File: src/sv/gfc_pkg.sv
`timescale 1ns / 1ps
// ----------------------------------------------------------------------------
// gfc_pkg: shared types and constants of the gated frequency counter
// Holds item layouts, action and register codes, mode codes and the small
// mode decode functions used by the front end and the back end.
// ----------------------------------------------------------------------------
package gfc_pkg;

  localparam int ACT_W       = 3;
  localparam int TIME_W      = 32;
  localparam int VALUE_W     = 32;
  localparam int DEC_W       = 3;
  localparam int MODE_W      = 4;
  localparam int TICKS_W     = 16;
  localparam int GATE_W      = 16;
  localparam int LEFT_W      = 7;
  localparam int CFG_INDEX_W = 1;
  localparam int CFG_DATA_W  = 16;
  localparam int DIV_W       = 44;

  // Action codes of an input item.
  localparam logic [ACT_W-1:0] ACT_TICK      = 3'd0;
  localparam logic [ACT_W-1:0] ACT_EDGE      = 3'd1;
  localparam logic [ACT_W-1:0] ACT_GATE_FALL = 3'd2;
  localparam logic [ACT_W-1:0] ACT_GATE_RISE = 3'd3;
  localparam logic [ACT_W-1:0] ACT_READ      = 3'd4;

  // Configuration register indexes.
  localparam logic [CFG_INDEX_W-1:0] REG_MODE    = 1'b0;
  localparam logic [CFG_INDEX_W-1:0] REG_TIMEOUT = 1'b1;

  // Mode codes.
  localparam logic [MODE_W-1:0] MODE_OFF        = 4'd0;
  localparam logic [MODE_W-1:0] MODE_GATE_100   = 4'd1;
  localparam logic [MODE_W-1:0] MODE_GATE_1     = 4'd2;
  localparam logic [MODE_W-1:0] MODE_GATE_10    = 4'd3;
  localparam logic [MODE_W-1:0] MODE_GATE_1000  = 4'd4;
  localparam logic [MODE_W-1:0] MODE_GATE_10000 = 4'd5;
  localparam logic [MODE_W-1:0] MODE_EXT_GATE   = 4'd6;
  localparam logic [MODE_W-1:0] MODE_PERIOD_1   = 4'd7;
  localparam logic [MODE_W-1:0] MODE_PERIOD_10  = 4'd8;
  localparam logic [MODE_W-1:0] MODE_PERIOD_100 = 4'd9;

  localparam logic [TICKS_W-1:0] TIMEOUT_RESET = 16'd500;
  localparam logic [VALUE_W-1:0] TOO_FAST      = 32'd999999;
  localparam logic [DEC_W-1:0]   PERIOD_DEC    = 3'd5;

  // Scale numerators: 10^11 times the number of averaged edges.
  localparam logic [DIV_W-1:0] SCALE_1   = 44'd100000000000;
  localparam logic [DIV_W-1:0] SCALE_10  = 44'd1000000000000;
  localparam logic [DIV_W-1:0] SCALE_100 = 44'd10000000000000;

  // At or below this period (24 us per averaged edge) the signal is too fast.
  localparam logic [VALUE_W-1:0] LIMIT_1   = 32'd24;
  localparam logic [VALUE_W-1:0] LIMIT_10  = 32'd240;
  localparam logic [VALUE_W-1:0] LIMIT_100 = 32'd2400;

  typedef struct packed {
    logic [ACT_W-1:0]  action;
    logic [TIME_W-1:0] time_us;
  } in_item_t;

  typedef struct packed {
    logic [VALUE_W-1:0] freq_value;
    logic [DEC_W-1:0]   decimals;
    logic [VALUE_W-1:0] raw_count;
    logic               was_fresh;
  } out_item_t;

  // Classified operation passed from the front end to the back end.
  typedef struct packed {
    logic              tick;
    logic              sig_edge;
    logic              gate_fall;
    logic              gate_rise;
    logic              read;
    logic [TIME_W-1:0] time_us;
  } op_t;

  function automatic logic is_period(input logic [MODE_W-1:0] m);
    return (m == MODE_PERIOD_1) || (m == MODE_PERIOD_10) || (m == MODE_PERIOD_100);
  endfunction

  function automatic logic [LEFT_W-1:0] avg_edges(input logic [MODE_W-1:0] m);
    logic [LEFT_W-1:0] a;
    case (m)
      MODE_PERIOD_10:  a = 7'd10;
      MODE_PERIOD_100: a = 7'd100;
      default:         a = 7'd1;
    endcase
    return a;
  endfunction

  function automatic logic [GATE_W-1:0] gate_len(input logic [MODE_W-1:0]  m,
                                                 input logic [TICKS_W-1:0] t);
    logic [GATE_W-1:0] g;
    case (m)
      MODE_GATE_100:   g = 16'd100;
      MODE_GATE_1:     g = 16'd1;
      MODE_GATE_10:    g = 16'd10;
      MODE_GATE_1000:  g = 16'd1000;
      MODE_GATE_10000: g = 16'd10000;
      MODE_EXT_GATE:   g = 16'd100;
      MODE_PERIOD_1,
      MODE_PERIOD_10,
      MODE_PERIOD_100: g = t;
      default:         g = 16'd0;
    endcase
    return g;
  endfunction

  function automatic logic [DIV_W-1:0] period_scale(input logic [MODE_W-1:0] m);
    logic [DIV_W-1:0] s;
    case (m)
      MODE_PERIOD_10:  s = SCALE_10;
      MODE_PERIOD_100: s = SCALE_100;
      default:         s = SCALE_1;
    endcase
    return s;
  endfunction

  function automatic logic [VALUE_W-1:0] period_limit(input logic [MODE_W-1:0] m);
    logic [VALUE_W-1:0] l;
    case (m)
      MODE_PERIOD_10:  l = LIMIT_10;
      MODE_PERIOD_100: l = LIMIT_100;
      default:         l = LIMIT_1;
    endcase
    return l;
  endfunction

endpackage

File: src/sv/gfc_front.sv
`timescale 1ns / 1ps
// ----------------------------------------------------------------------------
// gfc_front: input acceptance and action decode
// Takes input items, drops unused action codes, and holds one classified
// operation until the queue has room for it.
// ----------------------------------------------------------------------------
module gfc_front (
  input  logic             clk,
  input  logic             rst,
  input  logic             in_valid,
  output logic             in_stall,
  input  gfc_pkg::in_item_t in_item,
  output logic             push,
  output gfc_pkg::op_t     push_op,
  input  logic             q_full
);
  import gfc_pkg::*;

  logic front_valid;
  op_t  front_op;
  op_t  dec_op;
  logic accept;

  // Decode the action code into one bit per operation.
  always_comb begin
    dec_op           = '0;
    dec_op.time_us   = in_item.time_us;
    dec_op.tick      = (in_item.action == ACT_TICK);
    dec_op.sig_edge  = (in_item.action == ACT_EDGE);
    dec_op.gate_fall = (in_item.action == ACT_GATE_FALL);
    dec_op.gate_rise = (in_item.action == ACT_GATE_RISE);
    dec_op.read      = (in_item.action == ACT_READ);
  end

  assign in_stall = front_valid && q_full;
  assign accept   = in_valid && !in_stall;
  assign push     = front_valid && !q_full;
  assign push_op  = front_op;

  // Holding register; items with no operation are accepted and dropped.
  always_ff @(posedge clk) begin
    if (rst) begin
      front_valid <= 1'b0;
    end else if (accept) begin
      front_valid <= dec_op.tick || dec_op.sig_edge || dec_op.gate_fall ||
                     dec_op.gate_rise || dec_op.read;
    end else if (push) begin
      front_valid <= 1'b0;
    end
  end

  always_ff @(posedge clk) begin
    if (accept) begin
      front_op <= dec_op;
    end
  end

endmodule

File: src/sv/gfc_queue.sv
`timescale 1ns / 1ps
// ----------------------------------------------------------------------------
// gfc_queue: operation queue between front end and back end
// A small first-in first-out buffer in registers.
// ----------------------------------------------------------------------------
module gfc_queue #(
  parameter int DEPTH = 4
) (
  input  logic         clk,
  input  logic         rst,
  input  logic         push,
  input  gfc_pkg::op_t push_op,
  output logic         full,
  input  logic         pop,
  output logic         not_empty,
  output gfc_pkg::op_t head_op
);
  import gfc_pkg::*;

  localparam int PTR_W = (DEPTH > 1) ? $clog2(DEPTH) : 1;
  localparam int CNT_W = $clog2(DEPTH + 1);
  localparam logic [PTR_W-1:0] LAST = PTR_W'(DEPTH - 1);

  op_t              store [DEPTH];
  logic [PTR_W-1:0] wr_ptr;
  logic [PTR_W-1:0] rd_ptr;
  logic [CNT_W-1:0] count;

  assign full      = (count == CNT_W'(DEPTH));
  assign not_empty = (count != '0);
  assign head_op   = store[rd_ptr];

  // Pointers and fill count.
  always_ff @(posedge clk) begin
    if (rst) begin
      wr_ptr <= '0;
      rd_ptr <= '0;
      count  <= '0;
    end else begin
      if (push) begin
        wr_ptr <= (wr_ptr == LAST) ? '0 : wr_ptr + 1'b1;
      end
      if (pop) begin
        rd_ptr <= (rd_ptr == LAST) ? '0 : rd_ptr + 1'b1;
      end
      if (push && !pop) begin
        count <= count + 1'b1;
      end else if (pop && !push) begin
        count <= count - 1'b1;
      end
    end
  end

  always_ff @(posedge clk) begin
    if (push) begin
      store[wr_ptr] <= push_op;
    end
  end

endmodule

File: src/sv/gfc_back.sv
`timescale 1ns / 1ps
// ----------------------------------------------------------------------------
// gfc_back: measurement state, read scaling and period divider
// Runs one queued operation per cycle unless dividing or a read awaits output.
// Period reads needing a quotient use a restoring divider, one bit per cycle.
// ----------------------------------------------------------------------------
module gfc_back #(
  parameter int COUNT_WIDTH = 32
) (
  input  logic                                clk,
  input  logic                                rst,
  input  logic                                cfg_we,
  input  logic [gfc_pkg::CFG_INDEX_W-1:0]     cfg_index,
  input  logic [gfc_pkg::CFG_DATA_W-1:0]      cfg_data,
  input  logic                                q_not_empty,
  input  gfc_pkg::op_t                        head_op,
  output logic                                pop,
  output logic                                out_valid,
  input  logic                                out_stall,
  output gfc_pkg::out_item_t                  out_item
);
  import gfc_pkg::*;

  localparam int DCNT_W = $clog2(DIV_W + 1);

  typedef enum logic [1:0] {
    ST_RUN = 2'b01,
    ST_DIV = 2'b10
  } back_state_t;

  // Configuration and measurement state.
  logic [MODE_W-1:0]      mode;
  logic [TICKS_W-1:0]     timeout_ticks;
  logic [GATE_W-1:0]      gate_countdown, gate_countdown_next;
  logic [COUNT_WIDTH-1:0] edge_count, edge_count_next;
  logic                   counting_on, counting_on_next;
  logic [VALUE_W-1:0]     measured, measured_next;
  logic                   fresh, fresh_next;
  logic [LEFT_W-1:0]      edges_left, edges_left_next;
  logic [TIME_W-1:0]      start_stamp, start_stamp_next;
  logic                   start_valid, start_valid_next;

  back_state_t        state;
  logic [DIV_W-1:0]   div_dvd;
  logic [VALUE_W-1:0] div_rem;
  logic [VALUE_W-1:0] div_dvs;
  logic [DCNT_W-1:0]  div_cnt;
  logic [VALUE_W:0]   div_shift;
  logic               div_ge;
  logic [VALUE_W-1:0] res_raw;
  logic               res_fresh;

  logic               per;
  logic [LEFT_W-1:0]  avg;
  logic [GATE_W-1:0]  glen;
  logic [GATE_W-1:0]  gc_dec;
  logic               need_div;
  logic               out_free;
  logic               read_direct;
  logic               div_finish;
  logic [MODE_W-1:0]  cfg_mode;
  out_item_t          read_item;

  assign per      = is_period(mode);
  assign avg      = avg_edges(mode);
  assign glen     = gate_len(mode, timeout_ticks);
  assign gc_dec   = gate_countdown - 1'b1;
  assign need_div = per && fresh && (measured > period_limit(mode));
  assign out_free = !out_valid || !out_stall;
  assign cfg_mode = cfg_data[MODE_W-1:0];

  // Take the head operation; a direct read also needs a free output register.
  assign pop = (state == ST_RUN) && q_not_empty &&
               (!head_op.read || need_div || out_free);
  assign read_direct = pop && head_op.read && !need_div;
  assign div_finish  = (state == ST_DIV) && (div_cnt == '0) && out_free;

  // Result of a read that needs no division.
  always_comb begin
    read_item           = '0;
    read_item.raw_count = measured;
    read_item.was_fresh = fresh;
    if (per) begin
      if (measured == 32'd1) begin
        read_item.freq_value = '0;
        read_item.decimals   = PERIOD_DEC;
      end else begin
        read_item.freq_value = TOO_FAST;
        read_item.decimals   = '0;
      end
    end else begin
      case (mode)
        MODE_OFF, MODE_GATE_1: begin
          read_item.freq_value = (measured << 6) + (measured << 5) + (measured << 2);
          read_item.decimals   = 3'd0;
        end
        MODE_GATE_10: begin
          read_item.freq_value = (measured << 3) + (measured << 1);
          read_item.decimals   = 3'd0;
        end
        MODE_GATE_1000: begin
          read_item.freq_value = measured;
          read_item.decimals   = 3'd1;
        end
        MODE_GATE_10000: begin
          read_item.freq_value = measured;
          read_item.decimals   = 3'd2;
        end
        default: begin
          read_item.freq_value = measured;
          read_item.decimals   = 3'd0;
        end
      endcase
    end
  end

  // Next measurement state for the operation taken this cycle.
  always_comb begin
    gate_countdown_next = gate_countdown;
    edge_count_next     = edge_count;
    counting_on_next    = counting_on;
    measured_next       = measured;
    fresh_next          = fresh;
    edges_left_next     = edges_left;
    start_stamp_next    = start_stamp;
    start_valid_next    = start_valid;
    if (pop) begin
      if (head_op.tick) begin
        if (gate_countdown != '0) begin
          gate_countdown_next = gc_dec;
          if (gc_dec == '0) begin
            if (per) begin
              if (!fresh) begin
                edges_left_next  = avg;
                start_valid_next = 1'b0;
                measured_next    = 32'd1;
                fresh_next       = 1'b1;
              end
            end else begin
              measured_next    = VALUE_W'(edge_count);
              fresh_next       = fresh || counting_on;
              edge_count_next  = '0;
              counting_on_next = 1'b1;
            end
            gate_countdown_next = glen;
          end
        end
      end else if (head_op.sig_edge) begin
        if (per) begin
          if (edges_left > 7'd1) begin
            edges_left_next = edges_left - 1'b1;
          end else begin
            edges_left_next = avg;
            if (start_valid) begin
              measured_next = head_op.time_us - start_stamp;
              fresh_next    = 1'b1;
            end
            gate_countdown_next = glen;
            start_stamp_next    = head_op.time_us;
            start_valid_next    = 1'b1;
          end
        end else if (counting_on) begin
          edge_count_next = edge_count + 1'b1;
        end
      end else if (head_op.gate_fall) begin
        if (mode == MODE_EXT_GATE) begin
          edge_count_next  = '0;
          counting_on_next = 1'b1;
        end
      end else if (head_op.gate_rise) begin
        if (mode == MODE_EXT_GATE) begin
          measured_next    = VALUE_W'(edge_count);
          edge_count_next  = '0;
          fresh_next       = fresh || counting_on;
          counting_on_next = 1'b0;
        end
      end else if (head_op.read) begin
        fresh_next = 1'b0;
      end
    end
  end

  // Configuration registers and measurement state; an in-range mode write restarts.
  always_ff @(posedge clk) begin
    if (rst) begin
      mode           <= MODE_OFF;
      timeout_ticks  <= TIMEOUT_RESET;
      gate_countdown <= '0;
      edge_count     <= '0;
      counting_on    <= 1'b0;
      measured       <= '0;
      fresh          <= 1'b0;
      edges_left     <= '0;
      start_stamp    <= '0;
      start_valid    <= 1'b0;
    end else if (cfg_we && (cfg_index == REG_MODE)) begin
      if (cfg_mode <= MODE_PERIOD_100) begin
        mode           <= cfg_mode;
        gate_countdown <= ((cfg_mode != MODE_OFF) && (cfg_mode != MODE_EXT_GATE)) ?
                          16'd1 : 16'd0;
        edge_count     <= '0;
        counting_on    <= 1'b0;
        measured       <= '0;
        fresh          <= 1'b0;
        edges_left     <= is_period(cfg_mode) ? avg_edges(cfg_mode) : '0;
        start_stamp    <= '0;
        start_valid    <= 1'b0;
      end
    end else if (cfg_we && (cfg_index == REG_TIMEOUT)) begin
      timeout_ticks <= cfg_data[TICKS_W-1:0];
    end else begin
      gate_countdown <= gate_countdown_next;
      edge_count     <= edge_count_next;
      counting_on    <= counting_on_next;
      measured       <= measured_next;
      fresh          <= fresh_next;
      edges_left     <= edges_left_next;
      start_stamp    <= start_stamp_next;
      start_valid    <= start_valid_next;
    end
  end

  // One restoring division step.
  assign div_shift = {div_rem, div_dvd[DIV_W-1]};
  assign div_ge    = (div_shift >= {1'b0, div_dvs});

  // Sequencer: run operations, or divide for a period-mode read.
  always_ff @(posedge clk) begin
    if (rst) begin
      state <= ST_RUN;
    end else if (pop && head_op.read && need_div) begin
      state <= ST_DIV;
    end else if (div_finish) begin
      state <= ST_RUN;
    end
  end

  always_ff @(posedge clk) begin
    if (pop && head_op.read && need_div) begin
      div_dvd   <= period_scale(mode);
      div_rem   <= '0;
      div_dvs   <= measured;
      div_cnt   <= DCNT_W'(DIV_W);
      res_raw   <= measured;
      res_fresh <= fresh;
    end else if ((state == ST_DIV) && (div_cnt != '0)) begin
      div_dvd <= {div_dvd[DIV_W-2:0], div_ge};
      div_rem <= div_ge ? VALUE_W'(div_shift - {1'b0, div_dvs}) : div_shift[VALUE_W-1:0];
      div_cnt <= div_cnt - 1'b1;
    end
  end

  // Output register.
  always_ff @(posedge clk) begin
    if (rst) begin
      out_valid <= 1'b0;
    end else if (read_direct || div_finish) begin
      out_valid <= 1'b1;
    end else if (!out_stall) begin
      out_valid <= 1'b0;
    end
  end

  always_ff @(posedge clk) begin
    if (read_direct) begin
      out_item <= read_item;
    end else if (div_finish) begin
      out_item.freq_value <= div_dvd[VALUE_W-1:0];
      out_item.decimals   <= PERIOD_DEC;
      out_item.raw_count  <= res_raw;
      out_item.was_fresh  <= res_fresh;
    end
  end

endmodule

File: src/sv/gated_frequency_counter_core.sv
`timescale 1ns / 1ps
// ----------------------------------------------------------------------------
// gated_frequency_counter_core: gated frequency and period counter
// Counts signal edges over internal or external gates, or times groups of
// edges with microsecond stamps, and reports a scaled frequency on read.
//
//   Channel | Direction | Handshake          | Payload
//   in      | input     | in_valid/in_stall  | in_item (action, time_us)
//   out     | output    | out_valid/out_stall| out_item (freq, decimals, raw, fresh)
//   cfg     | input     | cfg_we             | cfg_index, cfg_data
//
// Ticks, edges, gate edges and most reads are handled directly in the back end.
// A period-mode read with a fresh, valid period runs the 44-bit restoring
// divider, one quotient bit per cycle, before its reading goes to the output.
// Reset is synchronous and clears all control and measurement state.
// The queue of QUEUE_DEPTH items absorbs output stalls and divider time;
// input is stalled only when the queue and the front register are full.
// ----------------------------------------------------------------------------
module gated_frequency_counter_core #(
  parameter int COUNT_WIDTH = 32,
  parameter int QUEUE_DEPTH = 4
) (
  input  logic                            clk,
  input  logic                            rst,
  input  logic                            in_valid,
  output logic                            in_stall,
  input  gfc_pkg::in_item_t               in_item,
  output logic                            out_valid,
  input  logic                            out_stall,
  output gfc_pkg::out_item_t              out_item,
  input  logic                            cfg_we,
  input  logic [gfc_pkg::CFG_INDEX_W-1:0] cfg_index,
  input  logic [gfc_pkg::CFG_DATA_W-1:0]  cfg_data
);
  import gfc_pkg::*;

  logic push;
  op_t  push_op;
  logic q_full;
  logic pop;
  logic q_not_empty;
  op_t  head_op;

  // Accept and classify items.
  gfc_front u_front (
    .clk      (clk),
    .rst      (rst),
    .in_valid (in_valid),
    .in_stall (in_stall),
    .in_item  (in_item),
    .push     (push),
    .push_op  (push_op),
    .q_full   (q_full)
  );

  // Decoupling queue.
  gfc_queue #(
    .DEPTH (QUEUE_DEPTH)
  ) u_queue (
    .clk       (clk),
    .rst       (rst),
    .push      (push),
    .push_op   (push_op),
    .full      (q_full),
    .pop       (pop),
    .not_empty (q_not_empty),
    .head_op   (head_op)
  );

  // Measurement, scaling and output.
  gfc_back #(
    .COUNT_WIDTH (COUNT_WIDTH)
  ) u_back (
    .clk         (clk),
    .rst         (rst),
    .cfg_we      (cfg_we),
    .cfg_index   (cfg_index),
    .cfg_data    (cfg_data),
    .q_not_empty (q_not_empty),
    .head_op     (head_op),
    .pop         (pop),
    .out_valid   (out_valid),
    .out_stall   (out_stall),
    .out_item    (out_item)
  );

endmodule

File: config.mk
export PLATFORM = sky130hd
export DESIGN_NAME = gated_frequency_counter_core
export DESIGN_NICKNAME = d
export VERILOG_FILES = /design/src/sv/gfc_pkg.sv /design/src/sv/gfc_front.sv /design/src/sv/gfc_queue.sv /design/src/sv/gfc_back.sv /design/src/sv/gated_frequency_counter_core.sv
export SDC_FILE = /design/constraint.sdc
export NUM_CORES = 1
export LEC_CHECK = 0
export ABC_AREA = 1
export BUFFER_PORTS_ARGS = -buffer_cell sky130_fd_sc_hd__buf_2
export CAP_MARGIN = 20
export CORE_ASPECT_RATIO = 1.75
export CORE_MARGIN = 2
export CORE_UTILIZATION = 30
export CTS_CLUSTER_DIAMETER = 30
export CTS_CLUSTER_SIZE = 25
export DETAILED_ROUTE_END_ITERATION = 10
export SLEW_MARGIN = 20
export SYNTH_ARGS = -nofsm -noshare
export SYNTH_HDL_FRONTEND = slang
export SYNTH_SLANG_ARGS = --single-unit
File: constraint.sdc
create_clock -name clk -period 5.32 [get_ports clk]
set_clock_uncertainty 0.05 [all_clocks]
set_input_delay 1.064 -clock clk [delete_from_list [all_inputs] [get_ports clk]]
set_output_delay 1.064 -clock clk [all_outputs]
set_load 0.01 [all_outputs]
==> metrics, run 1 <==
slowest stage delay, CP about 0.86 ns; crit path launch type flop; Total GRT Usage roughly a fifth; post-cts gate resize count 0; Nets ~4,500; largest net degree at the start of global routing 73; vias in the first global route roughly 30,000; clock sinks between 500 and 600; worst-margin pin slew approximately 1.2 ns; later-pin clock latency in the skew report ~0.7 ns; total number of vias roughly 29,000; Hold Buf Count CTS 0; crit path DAT about 4.8 ns; ranking of synthesized cells by area edfxtp_1, nand2_1, dfxtp_1; Seq/Total Area, Yosys 43.3%; critical path fanouts, max 27; Pre-antenna DRT Iters 6; CP endpoint kind flop; # port buffers approximately 130; final hold violation count 0; Final Cycle Share between 80% and 90%; CTS tree built; Worst slew margin around 20%; final core occ 35.7%; Fin Hold WS approximately 0.41 ns; largest family of logic cells by synthesized area simple AND/OR/NAND/NOR gates; CP max stage cell nor2_2; Cell Area, Synth between 30,000 and 40,000 sq um; RSZ-0062 raised after global routing false; Core Area between 100,000 and 150,000 sq um; Area Growth Syn to Fin 18.5%; min-delay worst type reg2reg; Via density around 5; Iteration-0 DRC Markers 1,940; Post-Synth Adder-Cell Area just under 8%; number of flops mapped to enable cells by yosys between 300 and 400; crit path time final between 4 and 5 ns; Compound-Gate Fraction of Synth Area 13.5%; worst path required time around 5.8 ns; CP cell instances nor3_2 -> inv_1 -> nor2_1 -> inv_1 -> ha_1 -> inv_1 -> nor2_1 -> nand2_1 -> nand2_1 -> a21oi_1 -> nand2_1 -> nand2_1 -> nand2_1 -> nand2_2 -> nand2_2 -> nand2_2 -> inv_2 -> nand3_4 -> nor2_2 -> nand2_1 -> o21ai_0; Reg2Reg Depth 21; Worst VDD drop around 0.34 mV; # Max-Cap Violations 0; Pwr per Cell Area roughly 640 nW/um^2; DRT Wirelength ~110,000 um; Place WS about 1.0 ns; ant diodes 0; first-pass GRT wire length 168,000 um; FF-to-FF End u_back.out_item[46]$_DFFE_PP_; Mapped Avg Cell Area ~7.8 sq um; WHS Path Cells 2; initial antenna violation count 2; hold path start u_back.start_stamp[16]$_SDFFE_PP0P_; Die H around 430 um; Critical R2R Launch u_back.mode[2]$_SDFFE_PP0P_; Max Buffers Root-to-Sink 3; flops & latches, synth about 520; Post-synth top cells nand2_1, inv_1, nor2_1; distinct cell type count after synthesis just over 60; worst reg2reg setup slack just over 1 ns; status finished, final reports clean; Worst path most repeated cell nand2_1; endpoints failing setup 0; Mapped Nets 4,303; number of fill cells in the layout about 11,000; Hold EP u_back.start_stamp[16]$_SDFFE_PP0P_; XOR/XNOR share of the synthesized area around 2%; DRT antenna net count 0; Critical Path Start u_back.mode[2]$_SDFFE_PP0P_; Peak Freq between 200 and 250 MHz; Post-Synthesis Cells about 4,100; Synth Area in Simple Gates between 20% and 30%; Fin Setup TNS 0 ns; synthesis warning total 0; setup ws final around 1.0 ns; Die Wd 250 um; Root Driver clkbuf_16; final max-slew violation count 0; Die Area about 110,000 sq um; share of flip-flops with an asynchronous set or reset 0%; mux cell area share after synthesis 0%; Initial Util a little under a third; Congestion Overflow GR 0; Post-CTS Repair Setup Buffers 0; Synth Flop Type edfxtp_1; DRC 0; clock-pin slew on the worst setup and hold paths about 0.05 ns; H-tree depth 3; routability congestion estimate 1.06; total leakage power approximately 16 nW; post-synth top area cell edfxtp_1; dpl hpwl roughly 83,000 um; fraction of layout cells with a size suffix above 1 roughly a tenth; Design Power 0.0240 W; kind of critical path reg2reg; most instantiated library cell after synthesis nand2_1; Synth top area share roughly 31%; routed len/inst 19.5 um; CTS buffer count 106; num rows ~160; io pins between 100 and 150
==> logic make-up (layout without fill, tap and decap cells) <==
logic type,Yosys count,after routing
AOI/OAI and AO/OA,765,765
xor gates and xnor gates,73,73
adders and majority gates,184,184
buffers and inverters,619,866
DFF,523,523
and+or+nand+nor,1898,1898
==> placed cells by master, fill, tap and decap left out, types with 46 or more instances in the layout <==
cell / n
ha_1: 154
dfxtp_1: 192
buf_4: 51
nor3_1: 71
a21oi_1: 303
xor2_1: 46
nand4_1: 73
o21ai_0: 284
buf_2: 125
nand3_1: 247
edfxtp_1: 330
nor2_1: 360
clkbuf_16: 106
inv_1: 471
nand2_1: 1038
==> report_power, final <==
| part | total, W | switching [W] | internal (W) |
|---|---|---|---|
| sequential | 0.00614 | 0.000870 | 0.00527 |
| combinational | 0.0111 | 0.00766 | 0.00340 |
| clock | 0.00678 | 0.00245 | 0.00433 |
| total | 0.0240 | 0.0110 | 0.0130 |
==> worst max path at each step <==
stage | end | depth (start not counted)
2_1_floorplan | u_back.out_item[0]$_DFFE_PP_ | 21
3_3_place_gp | u_back.out_item[37]$_DFFE_PP_ | 21
3_5_place_dp | u_back.out_item[46]$_DFFE_PP_ | 21
4_1_cts | u_back.out_item[46]$_DFFE_PP_ | 21
5_1_grt | u_back.out_item[37]$_DFFE_PP_ | 21
6_report | u_back.out_item[46]$_DFFE_PP_ | 21
==> final cells by class <==
| type | count | area (sq um) | share of cell area, % |
|---|---|---|---|
| clock inverters | 83 | 968 | 2.57 |
| clock buffers | 118 | 2720 | 7.21 |
| well taps | 1360 | 1700 | 4.51 |
| repair buffers | 178 | 1050 | 2.78 |
| multi-input cells | 2920 | 15700 | 41.6 |
| inverters | 487 | 1830 | 4.85 |
| flip-flops and latches | 523 | 13800 | 36.5 |
==> layer usage <==
| layer | track usage (%) | share of wire [%] | vias to the layer above | routed length, um |
|---|---|---|---|---|
| met5 | 0 | 0.012 | - | 13 |
| met4 | 15.2 | 8.1 | 2 | 8950 |
| met3 | 2.82 | 4.2 | 293 | 4590 |
| met2 | 36.9 | 51 | 823 | 56800 |
| met1 | 20.4 | 36 | 13700 | 40100 |
| li1 | - | - | 14000 | - |
==> sequential cells by signal, summed over array words and instances, names as in the netlist, 6 cells and up, named ones only <==
name	cells
u_queue.store	148
u_back.out_item	68
u_back.div_dvd	44
u_front.push_op	37
u_back.div_dvs	32
u_back.div_rem	32
u_back.edge_count	32
u_back.measured	32
u_back.start_stamp	32
u_back.gate_countdown	16
u_back.timeout_ticks	16
u_back.edges_left	7
u_back.div_cnt	6
==> per-stage QoR <==
stage	cell area [sq um]	std cells
after floorplan	31800	4062
after global placement	34000	5468
after detailed placement	34000	5468
after CTS	37700	5669
after global routing	37700	5669
final	37700	5669
==> worst max-delay path, delay by kind of cell, from the launching register on <==
family          cells  cell delay (ns)
compound gates      2             0.20
fa+ha+maj           1             0.33
buf+inv             4             0.59
flops               1             0.34
simple gates       14             2.59
Note: power is estimated with default switching activity, not from simulation.
==> run 2: changes to the inputs <==
Clock period 5.32 ns to 4.4 ns, I/O delays scaled along.
==> metrics, run 2 (synthesis results as in run 1) <==
status finished, final reports clean; Fin Hold WS about 0.28 ns; WHS Path Cells 1; Root Driver clkbuf_16; slowest stage delay, CP roughly 0.37 ns; buffer and inverter count on the worst path 6; routability congestion estimate between 1 and 1.5; # Max-Cap Violations 0; final max-slew violation count 0; Via density between 5 and 6; num rows between 150 and 200; RSZ-0062 raised after global routing false; commonest non-fill, non-tap cell in the layout nand2_1; clock-pin slew on the worst setup and hold paths roughly 0.060 ns; worst path required time about 4.8 ns; Critical R2R Launch u_back.mode[1]$_SDFFE_PP0P_; crit path time final approximately 4 ns; clock sinks roughly 520; number of flip-flops in the largest register 148; DRT antenna net count 0; critical path fanouts, max slightly below 80; CP cell instances nor3_2 -> inv_1 -> nor2_2 -> inv_1 -> ha_1 -> a21oi_1 -> nand2_1 -> a21oi_1 -> nand2_1 -> nand2_1 -> nand2_1 -> nand2_2 -> nand2_2 -> nand2_2 -> inv_2 -> nand3_4 -> buf_12 -> clkinvlp_4 -> buf_4 -> nand2_1 -> nand3_1; largest net degree at the start of global routing approximately 80; first-pass GRT wire length 167,000 um; Worst path most repeated cell nand2_1; later-pin clock latency in the skew report approximately 0.72 ns; placed cells roughly 5,500; initial antenna violation count 3; most frequent cells in the layout nand2_1, inv_1, nor2_1, edfxtp_1, a21oi_1; hold path start in_item[23]; total leakage power ~16 nW; Die Wd 250 um; Die H approximately 430 um; fraction of layout cells with a size suffix above 1 around 12%; worst reg2reg setup slack 0.40 ns; Die Area about 110,000 sq um; Largest regs u_queue.store (148), u_back.out_item (68), u_back.div_dvd (44); Place WS 0.313 ns; Pre-antenna DRT Iters 6; Worst slew margin around 24%; ant diodes 0; Total GRT Usage between 10% and 20%; total number of vias between 20,000 and 30,000; FF-to-FF End u_back.out_item[37]$_DFFE_PP_; DRT Wirelength 109,000 um; Congestion Overflow GR 0; number of fill cells in the layout 11,000; Reg2Reg Depth 21; Top reg by flops u_queue.store; Nets approximately 4,500; Iteration-0 DRC Markers between 1,500 and 2,000; CP endpoint kind flop; # port buffers between 100 and 150; routed len/inst roughly 19 um; io pins 127; crit path launch type flop; endpoints failing setup 0; Initial Util about 30%; CP max stage cell nor3_2; Final Cycle Share about nine tenths; Pwr per Cell Area between 700 and 800 nW/um^2; critical path's top delay family simple AND/OR/NAND/NOR gates; Final Non-Filler Cells approximately 5,700; H-tree depth 3; CTS tree built; Hold EP u_front.push_op[23]$_DFFE_PP_; worst-margin pin slew 1.13 ns; Core Area approximately 110,000 sq um; DRC 0; final hold violation count 0; dpl hpwl 82,900 um; CTS buffer count around 110; vias in the first global route ~29,000; Peak Freq between 200 and 250 MHz; crit path DAT between 4 and 5 ns; Worst VDD drop approximately 0.36 mV; min-delay worst type in2reg; Max Buffers Root-to-Sink 3; Fin Setup TNS 0 ns; setup ws final a little under 0.4 ns; Area Growth Syn to Fin 19.5%; kind of critical path reg2reg
run 2: cell types whose count changed in the layout (fill, tap and decap cells not counted), moves of 2 or more:
cell | previous run | this run
buf_4 | 51 | 82
clkinv_1 | 12 | 6
clkinvlp_4 | 13 | 18
inv_6 | 17 | 12
buf_12 | 2 | 6
clkinv_8 | 1 | 5
clkinv_4 | 11 | 9
run 2: how the worst max path moves through the flow:
stage | start | endpoint | slack, ns | depth (start not counted)
floorplan | u_back.mode[1]$_SDFFE_PP0P_ | u_back.out_item[0]$_DFFE_PP_ | 0.45 | 21
global placement | u_back.mode[1]$_SDFFE_PP0P_ | u_back.out_item[48]$_DFFE_PP_ | 0.43 | 21
detailed placement | u_back.mode[1]$_SDFFE_PP0P_ | u_back.out_item[58]$_DFFE_PP_ | 0.31 | 21
CTS | u_back.mode[1]$_SDFFE_PP0P_ | u_back.out_item[55]$_DFFE_PP_ | 0.23 | 21
global route | u_back.mode[1]$_SDFFE_PP0P_ | u_back.out_item[29]$_DFFE_PP_ | 0.003 | 21
finish | u_back.mode[1]$_SDFFE_PP0P_ | u_back.out_item[37]$_DFFE_PP_ | 0.40 | 21
run 2: layout make-up:
cell class	instances	area, sq um	area share (%)
Clock buffer	117	2690	7.08
Clock inverter	81	1000	2.64
Multi-Input combinational cell	2920	15700	41.2
Sequential cell	523	13800	36.2
Inverter	487	1830	4.82
Tap cell	1360	1700	4.47
Timing Repair Buffer	213	1360	3.58
run 2: stage by stage:
stage          power [W]  utilization [%]  cell area (sq um)
6_report          0.0291             36.0              38000
4_1_cts           0.0291             36.0              38000
2_1_floorplan     0.0160                -              31800
5_1_grt           0.0311             36.0              38000
3_3_place_gp      0.0207             32.5              34300
3_5_place_dp      0.0208             32.5              34300
run 2: routing by layer:
| metal | global-route usage, % | vias up | routed length, um |
|---|---|---|---|
| met5 | 0 | - | 16 |
| met4 | 13.6 | 2 | 7960 |
| met3 | 3.10 | 289 | 4700 |
| met2 | 36.8 | 812 | 56600 |
| met1 | 20.4 | 13400 | 40100 |
| li1 | - | 14100 | - |
run 2: power by group:
part | internal [W] | switching [W] | leakage, nW
Combinational | 0.00431 | 0.00934 | 9.74
Clock | 0.00517 | 0.00300 | 1.75
Sequential | 0.00637 | 0.000921 | 4.63
Total | 0.0158 | 0.0133 | 16.1
run 2: what timing repair did:
action	in CTS	in global routing
resized for setup	0	2
endpoints found under the hold margin	0	0
hold buffers	0	0
buffers inserted	0	1
endpoints found under the setup margin	0	13
